File: config.mk
export PLATFORM = sky130hd
export DESIGN_NAME = tav_queue
export DESIGN_NICKNAME = d
export VERILOG_FILES = /design/src/rtl/core/tav_pkg.sv /design/src/rtl/core/tav_queue.sv
export SDC_FILE = /design/constraint.sdc
export NUM_CORES = 1
export LEC_CHECK = 0
export ABC_AREA = 1
export BUFFER_PORTS_ARGS = -buffer_cell sky130_fd_sc_hd__buf_2
export CORE_UTILIZATION = 44
export CTS_CLUSTER_DIAMETER = 100
export CTS_CLUSTER_SIZE = 25
export DETAILED_ROUTE_END_ITERATION = 10
export PLACE_DENSITY = 0.82
export REMOVE_ABC_BUFFERS = 1
export SLEW_MARGIN = 20
export SYNTH_ARGS = -nofsm -noshare
export SYNTH_HDL_FRONTEND = slang
export SYNTH_SLANG_ARGS = --single-unit
File: constraint.sdc
create_clock -name i_clk -period 1.1 [get_ports i_clk]
set_input_delay 0.33 -clock i_clk [delete_from_list [all_inputs] [get_ports i_clk]]
set_output_delay 0.33 -clock i_clk [all_outputs]
set_load 0.005 [all_outputs]
File: src/rtl/core/tav_pkg.sv
// ----------------------------------------------------------------------------
// Tilt axis vector rotator package
// Shared constants and types: sine polynomial coefficients, the sine unit
// latency and the status word of the item queue.
// ----------------------------------------------------------------------------
package tav_pkg;

    // Q30 unity and a quarter turn in 32-bit phase.
    localparam logic [31:0] Q30_ONE      = 32'h4000_0000;
    localparam logic [31:0] QUARTER_TURN = 32'h4000_0000;

    // Odd Taylor coefficients of sin(pi/2*u) in Q30.
    localparam logic [31:0] SIN_C1 = 32'd1686629713;
    localparam logic [31:0] SIN_C3 = 32'd693598671;
    localparam logic [31:0] SIN_C5 = 32'd85569306;
    localparam logic [31:0] SIN_C7 = 32'd5026995;
    localparam logic [31:0] SIN_C9 = 32'd172272;

    // Register stages from phase to sine value.
    localparam int SINE_LAT = 7;

    // Queue occupancy flags.
    typedef struct packed {
        logic full;
        logic empty;
    } t_q_status;

endpackage

File: src/rtl/core/tav_queue.sv
// ----------------------------------------------------------------------------
// Tilt axis vector rotator item queue
// Two-entry queue that lets the front end and the back end stall apart.
// ----------------------------------------------------------------------------
module tav_queue #(
    parameter int WIDTH = 8
) (
    input  logic               i_clk,
    input  logic               i_rst_n,
    input  logic               i_push,
    input  logic [WIDTH-1:0]   i_data,
    input  logic               i_pop,
    output logic [WIDTH-1:0]   o_data,
    output tav_pkg::t_q_status o_status
);
    import tav_pkg::*;

    logic [WIDTH-1:0] r_mem [2];
    logic [1:0]       r_cnt;
    logic             r_wr;
    logic             r_rd;

    assign o_data         = r_mem[r_rd];
    assign o_status.full  = (r_cnt == 2'd2);
    assign o_status.empty = (r_cnt == 2'd0);

    always_ff @(posedge i_clk) begin
        if (!i_rst_n) begin
            r_cnt <= '0;
            r_wr  <= 1'b0;
            r_rd  <= 1'b0;
        end else begin
            if (i_push) begin
                r_wr <= ~r_wr;
            end
            if (i_pop) begin
                r_rd <= ~r_rd;
            end
            if (i_push && !i_pop) begin
                r_cnt <= r_cnt + 2'd1;
            end else if (i_pop && !i_push) begin
                r_cnt <= r_cnt - 2'd1;
            end
        end
    end

    always_ff @(posedge i_clk) begin
        if (i_push) begin
            r_mem[r_wr] <= i_data;
        end
    end

endmodule

* Word level (Yosys, flattened, before mapping)
Memory sizes are Yosys's and may differ from the RTL's. A register that Yosys moved wholly into a read port is not among the register bits.
Cells that the tools add are included.
W data, S select, Z words.
** Word-level totals
- Output and inout port bits :: 10
- Word-level logic and storage cells :: 21
- Memories :: 1
- Register bits :: 4
- Memory bits (writable) :: 16
- Input port bits :: 12
** Memory list
- r_mem :: depth 2, width 8, rd ports 1, clocked after memory_dff 1, write ports 1, RTL line tav_queue.sv:18 : logic [WIDTH-1:0] r_mem [2];
** Operators by class
- Bitwise logic cells :: 2
- Eq/ne operators :: 1
- Muxes and demuxes :: 6
- Reduce and logical (&&, ||, !) cells :: 6
- $add $sub $neg :: 2
** Operators by type and width (number)
- $mux W1 :: 4
- $mux W2 :: 2
- $add A2 B1 Y2 const B :: 1
- $eq A2 B2 Y1 const B :: 1
- $logic_and A1 B1 Y1 :: 2
- $logic_not A1 Y1 :: 2
- $logic_not A2 Y1 :: 1
- $not A1 Y1 :: 2
- $reduce_bool A2 Y1 :: 1
- $sub A2 B1 Y2 const B :: 1

* Depth between registers and ports, before layout
- Depth in word-level cells :: 4
- Depth in mapped cells :: 8
- Mapped depth without buffers :: 8

* Worst setup path before layout
OpenSTA, ideal clock, no wires.
- Path kind :: register to output
- Start point :: register with a tool-made name
- End point :: output o_data[0]
- Stages on the path, launching flop included :: 3
- Required time :: 770 ps
- Arrival time :: 802 ps
- Setup slack :: -32 ps
- Cells stage by stage :: dfxtp_1 buf_2 mux2_2
** RTL lines
- end, declared :: RTL line tav_queue.sv:13 : output logic [WIDTH-1:0] o_data,

==> metrics <==
largest stage delay on the critical path=between 300 and 400 ps; share of layout cells above drive strength 1=0.512; cell breakdown of the critical path=buf_12, mux2_4, buf_6; # hold bufs at CTS=0; power density cells=1430 mW/mm^2; clock tree buffer depth=2; final RePlAce weighted congestion=between 0.6 and 0.7; vias in the first global route=~500; post-DP HPWL=approximately 860 um; global-route wire length before repair=2030 um; clock latency on the worst-skew pair=approximately 300 ps; cell count after synthesis=58; I/O pins=22; post-route ant nets=0; Synth area leader=edfxtp_1; main area contributors after synthesis=edfxtp_1, dfxtp_1, mux2_2; Avg Synthesized Cell Area=between 10 and 15 sq um; Setup-failing EPs final=10; crit share post-route=1.39; final hold viol count=0; measured slew at the worst slew-check pin=351 ps; unrepaired setup endpoints after global routing=yes; DRC viols=0; maximum vdd drop=just under 0.8 mV; TritonCTS Buffers=3; Die Width=~45 um; I/O Buffers=21; H-Tree Depth=1; Worst EP arrival=1200 ps; fillers=about 140; worst hold path class=in -> reg; top-area cell type share of the netlist area=0.597; required time of the critical path=approximately 770 ps; cell family with the largest share of critical-path delay=flip-flops; Via-to-Cell Ratio=around 4.5; Starting DRT DRC Count=8; crit end category=primary output; Layout Nets=100; yosys warns=0; GRT overflow=0; worst hold slack=roughly 210 ps; GRT Total Usage=0.153; failing checks=negative setup slack; buffer and inverter count on the worst path=2; Reg clk slew, reported paths=110 ps; Max Slew Vio Count=0; initial antenna violation count=0; vias=505; Final WS setup=-434 ps; CORE AREA=roughly 0.0017 sq mm; post-route minimum period=between 1500 and 2000 ps; leak pwr=roughly 0.48 nW; post-synthesis sequential element count=21; slowest CP cell=dfxtp_2; Root Buffer=clkbuf_4; Synth-to-Final Area Change=36.1%; drt first pass iters=2; Final Total Pwr=1.57 mW; # diodes=0; slew margin rel.=0.766; Max Clk Rate=652 MHz; Rows=15; CTS tree=built; die area=0.00200 sq mm; Startpoint Class=register; DR WL/cell=between 10 and 15 um; pin count of the biggest net entering global routing=13; routed wire length=1270 um; Initial Util=0.466; Clock Skews=slightly below 9 ps; Num Clock Sinks=21; Worst Path Max Fanout=8; Yosys cell types=16; Seq/Total Area, Yosys=0.722; Crit Path Category=reg -> out; chip height=between 40 and 50 um; status=complete, but fails checks; max-cap violation count=0; Cell Area, Synth=slightly above 800 sq um
## cell usage after synthesis
cell type	n
nand3_1	1
dfxtp_1	5
nand4_1	1
buf_2	1
a21oi_1	1
mux2_2	8
xnor2_1	1
nor2_1	7
inv_2	1
nor3_1	1
o21ai_0	1
inv_1	8
nand2_1	4
nand2_2	1
ha_1	1
edfxtp_1	16
## sequential cells by signal, indices dropped and copies added, names as in the netlist, named ones only
register  cells
r_mem        16
r_cnt         2
r_rd          1
r_wr          1
## through the flow
step | instances | setup TNS [ps] | util | area (sq um) | setup slack (ps)
3_5_place_dp | 106 | -1370 | 0.562 | 971 | -159
6_report | 111 | -3630 | 0.634 | 1090 | -434
5_1_grt | 111 | -4110 | 0.634 | 1090 | -482
4_1_cts | 111 | -3730 | 0.625 | 1080 | -443
3_3_place_gp | 106 | -1120 | 0.562 | 971 | -148
2_1_floorplan | 57 | -373 | - | 800 | -46.7
## cell families (layout without fill, tap and decap cells)
family,after synthesis,in the layout,share of synthesized area
flip-flops,21,21,0.722
AND/OR/NAND/NOR,15,15,0.0793
buffers and inverters,10,38,0.0482
multiplexers,8,8,0.112
AO/OA/AOI/OAI,2,2,0.0124
adder cells (fa/ha/maj),1,1,0.0155
XOR/XNOR,1,1,0.0109
## worst paths after layout
| path | slack (ps) | startpoint | to | cells after the start |
|---|---|---|---|---|
| setup / recovery | -430 | register | o_data[0] | 3 |
| hold / removal | 210 | i_data[3] | r_mem[1][3] | 1 |
| setup reg to reg | 90 | r_wr | r_mem[1][2] | 2 |
| hold reg to reg | 520 | r_wr | r_wr | 2 |
## cell type report
cell class / count / area, sq um / share of cell area
inverters: 9 / 33.8 / 0.0309
clock buffers: 3 / 22.5 / 0.0206
multi-input cells: 27 / 218 / 0.199
repair buffers: 25 / 198 / 0.181
well taps: 25 / 31.3 / 0.0286
clock inverters: 1 / 5.00 / 0.00457
flip-flops and latches: 21 / 587 / 0.536
## cells in the final DEF (no fill, tap or decap), drive strengths merged
master | synthesis | final
clkinv | 0 | 1
inv | 9 | 9
nand3 | 1 | 1
xnor2 | 1 | 1
mux2 | 8 | 8
nand4 | 1 | 1
o21ai | 1 | 1
dfxtp | 5 | 5
clkbuf | 0 | 3
nor2 | 7 | 7
edfxtp | 16 | 16
nor3 | 1 | 1
ha | 1 | 1
buf | 1 | 25
a21oi | 1 | 1
nand2 | 5 | 5
## timing repair
item / in CTS / in global routing
setup buffers: 1 / 0
endpoints found under the setup margin: 10 / 10
pin swaps: 1 / 0
gates resized for setup: 19 / 3
## layer usage
metal	up-vias	track usage	routed length [um]
met1	234	0.148	497
met3	2	0.0440	73
li1	251	-	-
met5	-	0	0
met2	18	0.285	679
met4	0	0.0909	17
## power breakdown
part	switching (mW)	internal (mW)	total (mW)	leakage, nW
combinational	0.112	0.172	0.283	0.272
clock	0.219	0.135	0.354	0.0177
sequential	0.0236	0.909	0.933	0.193
Note: power is estimated with default switching activity, not from simulation.
