===== config.mk =====
export PLATFORM = sky130hd
export DESIGN_NAME = tav_front
export DESIGN_NICKNAME = d
export VERILOG_FILES = /design/src/rtl/core/tav_pkg.sv /design/src/rtl/core/tav_front.sv
export SDC_FILE = /design/constraint.sdc
export NUM_CORES = 1
export LEC_CHECK = 0
export BUFFER_PORTS_ARGS = -buffer_cell sky130_fd_sc_hd__buf_2
export CAP_MARGIN = 20
export CORE_AREA = 2 2 115 117
export CTS_CLUSTER_DIAMETER = 120
export CTS_CLUSTER_SIZE = 16
export DETAILED_ROUTE_END_ITERATION = 6
export DIE_AREA = 0 0 117 119
export MAX_ROUTING_LAYER = met4
export PLACE_DENSITY = 0.72
export SLEW_MARGIN = 0
export SYNTH_ARGS = -nofsm -noshare
export SYNTH_HDL_FRONTEND = slang
export SYNTH_SLANG_ARGS = --single-unit

===== constraint.sdc =====
create_clock -name i_clk -period 19.1 [get_ports i_clk]
set_clock_uncertainty 0.05 [all_clocks]
set_input_delay 0.955 -clock i_clk [delete_from_list [all_inputs] [get_ports i_clk]]
set_output_delay 0.955 -clock i_clk [all_outputs]
set_load 0.02 [all_outputs]

===== src/rtl/core/tav_pkg.sv =====
// ----------------------------------------------------------------------------
// Tilt axis vector rotator package
// Shared constants and types: sine polynomial coefficients, the sine unit
// latency and the status word of the item queue.
// ----------------------------------------------------------------------------
package tav_pkg;

    // Q30 unity and a quarter turn in 32-bit phase.
    localparam logic [31:0] Q30_ONE      = 32'h4000_0000;
    localparam logic [31:0] QUARTER_TURN = 32'h4000_0000;

    // Odd Taylor coefficients of sin(pi/2*u) in Q30.
    localparam logic [31:0] SIN_C1 = 32'd1686629713;
    localparam logic [31:0] SIN_C3 = 32'd693598671;
    localparam logic [31:0] SIN_C5 = 32'd85569306;
    localparam logic [31:0] SIN_C7 = 32'd5026995;
    localparam logic [31:0] SIN_C9 = 32'd172272;

    // Register stages from phase to sine value.
    localparam int SINE_LAT = 7;

    // Queue occupancy flags.
    typedef struct packed {
        logic full;
        logic empty;
    } t_q_status;

endpackage


===== src/rtl/core/tav_front.sv =====
// ----------------------------------------------------------------------------
// Tilt axis vector rotator front end
// Holds the tilt register, accepts items, turns angles into phases and
// classifies each item by the zero test on the tilt before it is queued.
// ----------------------------------------------------------------------------
module tav_front #(
    parameter int COORD_WIDTH = 32,
    parameter int ANGLE_WIDTH = 16,
    parameter int ITEM_W      = 3 * COORD_WIDTH + 65
) (
    input  logic                          i_clk,
    input  logic                          i_rst_n,
    input  logic                          i_in_valid,
    output logic                          o_in_stall,
    input  logic signed [COORD_WIDTH-1:0] i_coord_x,
    input  logic signed [COORD_WIDTH-1:0] i_coord_y,
    input  logic signed [COORD_WIDTH-1:0] i_coord_z,
    input  logic signed [ANGLE_WIDTH-1:0] i_tilt_angle,
    input  logic                          i_cfg_valid,
    output logic                          o_cfg_ready,
    input  logic signed [ANGLE_WIDTH-1:0] i_cfg_data,
    input  tav_pkg::t_q_status            i_q_status,
    output logic                          o_push,
    output logic [ITEM_W-1:0]             o_item
);
    import tav_pkg::*;

    logic [ANGLE_WIDTH-1:0] r_tilt;
    logic                   r_valid;
    logic [ITEM_W-1:0]      r_item;
    logic [ITEM_W-1:0]      n_item;
    logic                   take;
    logic [31:0]            phase_t;
    logic [31:0]            phase_a;

    assign o_cfg_ready = 1'b1;
    assign o_in_stall  = r_valid && i_q_status.full;
    assign o_push      = r_valid && !i_q_status.full;
    assign take        = i_in_valid && !o_in_stall;
    assign o_item      = r_item;

    assign phase_t = {i_tilt_angle, {(32 - ANGLE_WIDTH){1'b0}}};
    assign phase_a = {r_tilt, {(32 - ANGLE_WIDTH){1'b0}}};
    assign n_item  = {i_coord_x, i_coord_y, i_coord_z, phase_t, phase_a,
                      (r_tilt == '0)};

    always_ff @(posedge i_clk) begin
        if (!i_rst_n) begin
            r_tilt  <= '0;
            r_valid <= 1'b0;
        end else begin
            if (i_cfg_valid) begin
                r_tilt <= i_cfg_data;
            end
            if (take) begin
                r_valid <= 1'b1;
            end else if (o_push) begin
                r_valid <= 1'b0;
            end
        end
    end

    always_ff @(posedge i_clk) begin
        if (take) begin
            r_item <= n_item;
        end
    end

endmodule


Word-level counts from Yosys, hierarchy flattened
Index checks and enable logic that the tools add are counted.
W data, S select, Z words.
- bits in registers: 146
- input bits: 134
- output and inout port bits: 164
- word-level logic and storage cells: 12
- mux-type cells: 2
- reductions and logical operators: 7
- operator list (operator ; count):
    $logic_not A16 Y1 ; 1
    $logic_and A1 B1 Y1 ; 3
    $logic_not A1 Y1 ; 2
    $mux W1 ; 2
    $reduce_bool A2 Y1 ; 1

Longest topological paths before layout
- depth after elaboration: 4
- mapped depth: 4

Worst setup path after synthesis
Ideal clock, no wire load.
- path kind: in2reg
- start point: input port i_q_status[1] (netlist name)
- end point: register r_item[0], in the netlist o_item[0] (enable)
- library setup time: 0.631 ns
- arrival time: 6.870 ns
- required time: 18.419 ns
- path slack: 11.549 ns
- stages on the path: 2
- buffers on the path: 0
- cell sequence: and2_1 nor2b_1
- word-level cells in the longest chain between the ends: 3
- ends and longest elaborated chain (what ; line ; source):
    start: declaration ; tav_front.sv:22 ; input tav_pkg::t_q_status i_q_status,
    $logic_and A1 B1 Y1 ; tav_front.sv:37 ; assign o_in_stall = r_valid && i_q_status.full;
    $logic_not A1 Y1 ; tav_front.sv:39 ; assign take = i_in_valid && !o_in_stall;
    $logic_and A1 B1 Y1 ; tav_front.sv:39 ;
    via take ; tav_front.sv:32 ; logic take;
    end signal: assignment ; tav_front.sv:65 ; r_item <= n_item;
    end: declaration ; tav_front.sv:30 ; logic [ITEM_W-1:0] r_item;
The timed path passes the listed nets, and every way through them passes these cells.
A chain may end at the register's enable or synchronous reset.

Final worst setup path
- start point: input port i_q_status[1] (netlist name)
- end point: register r_item[77], in the netlist o_item[77] (enable)
The elaborated chain is that of the path after synthesis.

==> qor.txt <==
outcome - finished, final reports clean
H-Tree Depth - 4
Worst Setup SP - i_q_status[1]
worst setup path end - o_item[77]
Post-DP HPWL - 7.84 mm
1st-iter DRT viols - 172
drt drc - 0
worst-case reg-to-reg path depth - 4
Fillers - 1,052
Overflow after GRT - 0
min-delay src - r_tilt[13]
hold-fix buffers at CTS - 0
GRT Total Usage - 0.149
area grow syn2layout - 41.5%
Final Cycle Share - 0.147
synthesized area - 0.00482 sq mm
Tmin final - 2810 ps
Final Net Count - 638
Highest Clock Rate - 0.356 GHz
FF+latch area - 0.00421 sq mm
CTS tree - done
buffer count from post-CTS setup fixing - 0
I/O Pins - 298
port bufs - 263
Slew Limit Fails - 0
flop-to-flop setup slack - 16,650 ps
crit-path max FO - 86
CP Capture Type - flip-flop
startpoint types - input pin
post-DR vias/cell - 4.18
RD Place Congestion - 0.718
gate count of the mapped netlist - 225
starting density of the core - 0.375
post-synthesis cell type count - 13
die height - 119 microns
Power Density - 114 mW/mm^2
Pleak - 2.99 nW
num rows - 42
relative slew slack - 0.291
flop and latch count out of synthesis - 146
Via Count - 2,899
Die ar. - 0.0139 sq mm
final hold violation count - 0
first-pass GRT wire length - 14.7 mm
CP Data Arrival Time - 2790 ps
Setup violations, final - 0
Max VDD drop - 0.0000537 V
Num CTS Buffers - 17
DRT Pass-1 Iters - 4
RSZ-0062 raised after global routing - no
Setup CP Type - in2reg
initial antenna violation count - 1
number of global-route vias before repair - 2,828
wire per inst - 15.2 microns
WP data required - 19,080 ps
worst r2r dst - o_item[77]
Clock Path Buffers - 2
Tot Pwr - 0.776 mW
share of layout cells above drive strength 1 - 0.576
clock root cell - clkbuf_16
Yosys warning total - 0
Slew @ Worst Pin - 1060 ps
Reg clk slew, reported paths - 60 ps
Hold Crit Class - reg2reg
Die W - 117 microns
Worst R2R Start - r_valid
register area share after synthesis - 0.873
largest net degree at the start of global routing - 87
post-CTS resize count - 0
Avg Inst Size Synth - 21.4 sq um
area of the multi-input gates - 452 sq um
setup TNS - 0 ps
WL final - 10.5 mm
worst-skew pair later-pin latency - 410 ps
hold path cells - 0
ANT nets after route - 0
Max Cap Viol - 0
clk sinks - 146
core area - 0.0129 sq mm
==> area by class of cell <==
class                      count  share of cell area
multi-input combinational     74              0.0661
sequential                   146               0.617
antenna                        1            0.000366
tap                          176              0.0322
timing repair buffer         265               0.197
clock buffer                  17              0.0623
clock inverter                15              0.0251
==> synth_stat cells <==
master,number,area share
edfxtp_1,129,0.80
and4_1,1,0.0018
mux2i_1,16,0.033
and2_1,1,0.0013
dfxtp_1,17,0.071
nor2b_1,18,0.023
buf_12,1,0.0041
clkbuf_1,1,0.00078
conb_1,2,0.0016
buf_6,1,0.0023
o21a_1,1,0.0016
nor4_1,4,0.0052
buf_4,33,0.051
==> critical path, stage by stage <==
cell     delay, ps
buf_2          100
and2_1         190
nor2b_4        350
buf_12         270
buf_4          820
==> through the flow <==
stage               setup slack, ps  hold slack (ps)  cell area (sq um)   util  instances
global route                  16150              418               6830  0.530        694
detailed placement            15380              393               6210  0.482        660
CTS                           15830              408               6810  0.529        692
floorplan                     11550              380               4940      -        256
global placement              15510              393               6210  0.482        660
finish                        16290              408               6830  0.530        694
==> how the worst min path moves through the flow <==
stage and to:
6_report o_item[30], 5_1_grt o_item[30], 4_1_cts o_item[30], 3_5_place_dp o_item[30]
3_3_place_gp o_item[23], 2_1_floorplan o_item[17]
==> placed cells by master, fill, tap and decap left out, types with 2 or more instances in the layout <==
cell and instances:
edfxtp_1 129, clkinvlp_4 3, buf_2 263, inv_8 2
conb_1 33, inv_6 5, mux2i_1 16, bufinv_16 2
clkinv_4 2, clkbuf_16 17, nor4_1 4, nor2b_1 17
dfxtp_1 17
==> cells by family (layout without fill, tap and decap cells) <==
logic type,count (synthesis),in the layout,synth area share
compound gates,1,1,0.00156
buf+inv,36,297,0.0586
flops,146,146,0.873
mux,16,16,0.0332
other cells,2,34,0.00156
simple gates,24,24,0.0316
==> where the power goes <==
part,switching (mW),leakage [nW],internal [mW],total [mW]
registers,0.00548,1.40,0.370,0.375
clock network,0.134,0.285,0.196,0.330
logic,0.0467,1.31,0.0239,0.0706
total,0.186,2.99,0.590,0.776
==> state kept, by name, indices dropped and copies added, names as in the netlist <==
signal   count
o_item     129
r_tilt      16
r_valid      1
==> per-layer routing <==
metal	wire, microns	vias to the layer above	share of wire	GRT usage
met5	0	-	0	-
met4	182	0	0.017	0.0618
met3	884	12	0.084	0.0626
met2	5480	157	0.52	0.245
met1	4000	1391	0.38	0.158
li1	-	1339	-	-
No activity file was read; power rests on OpenSTA's default activity.
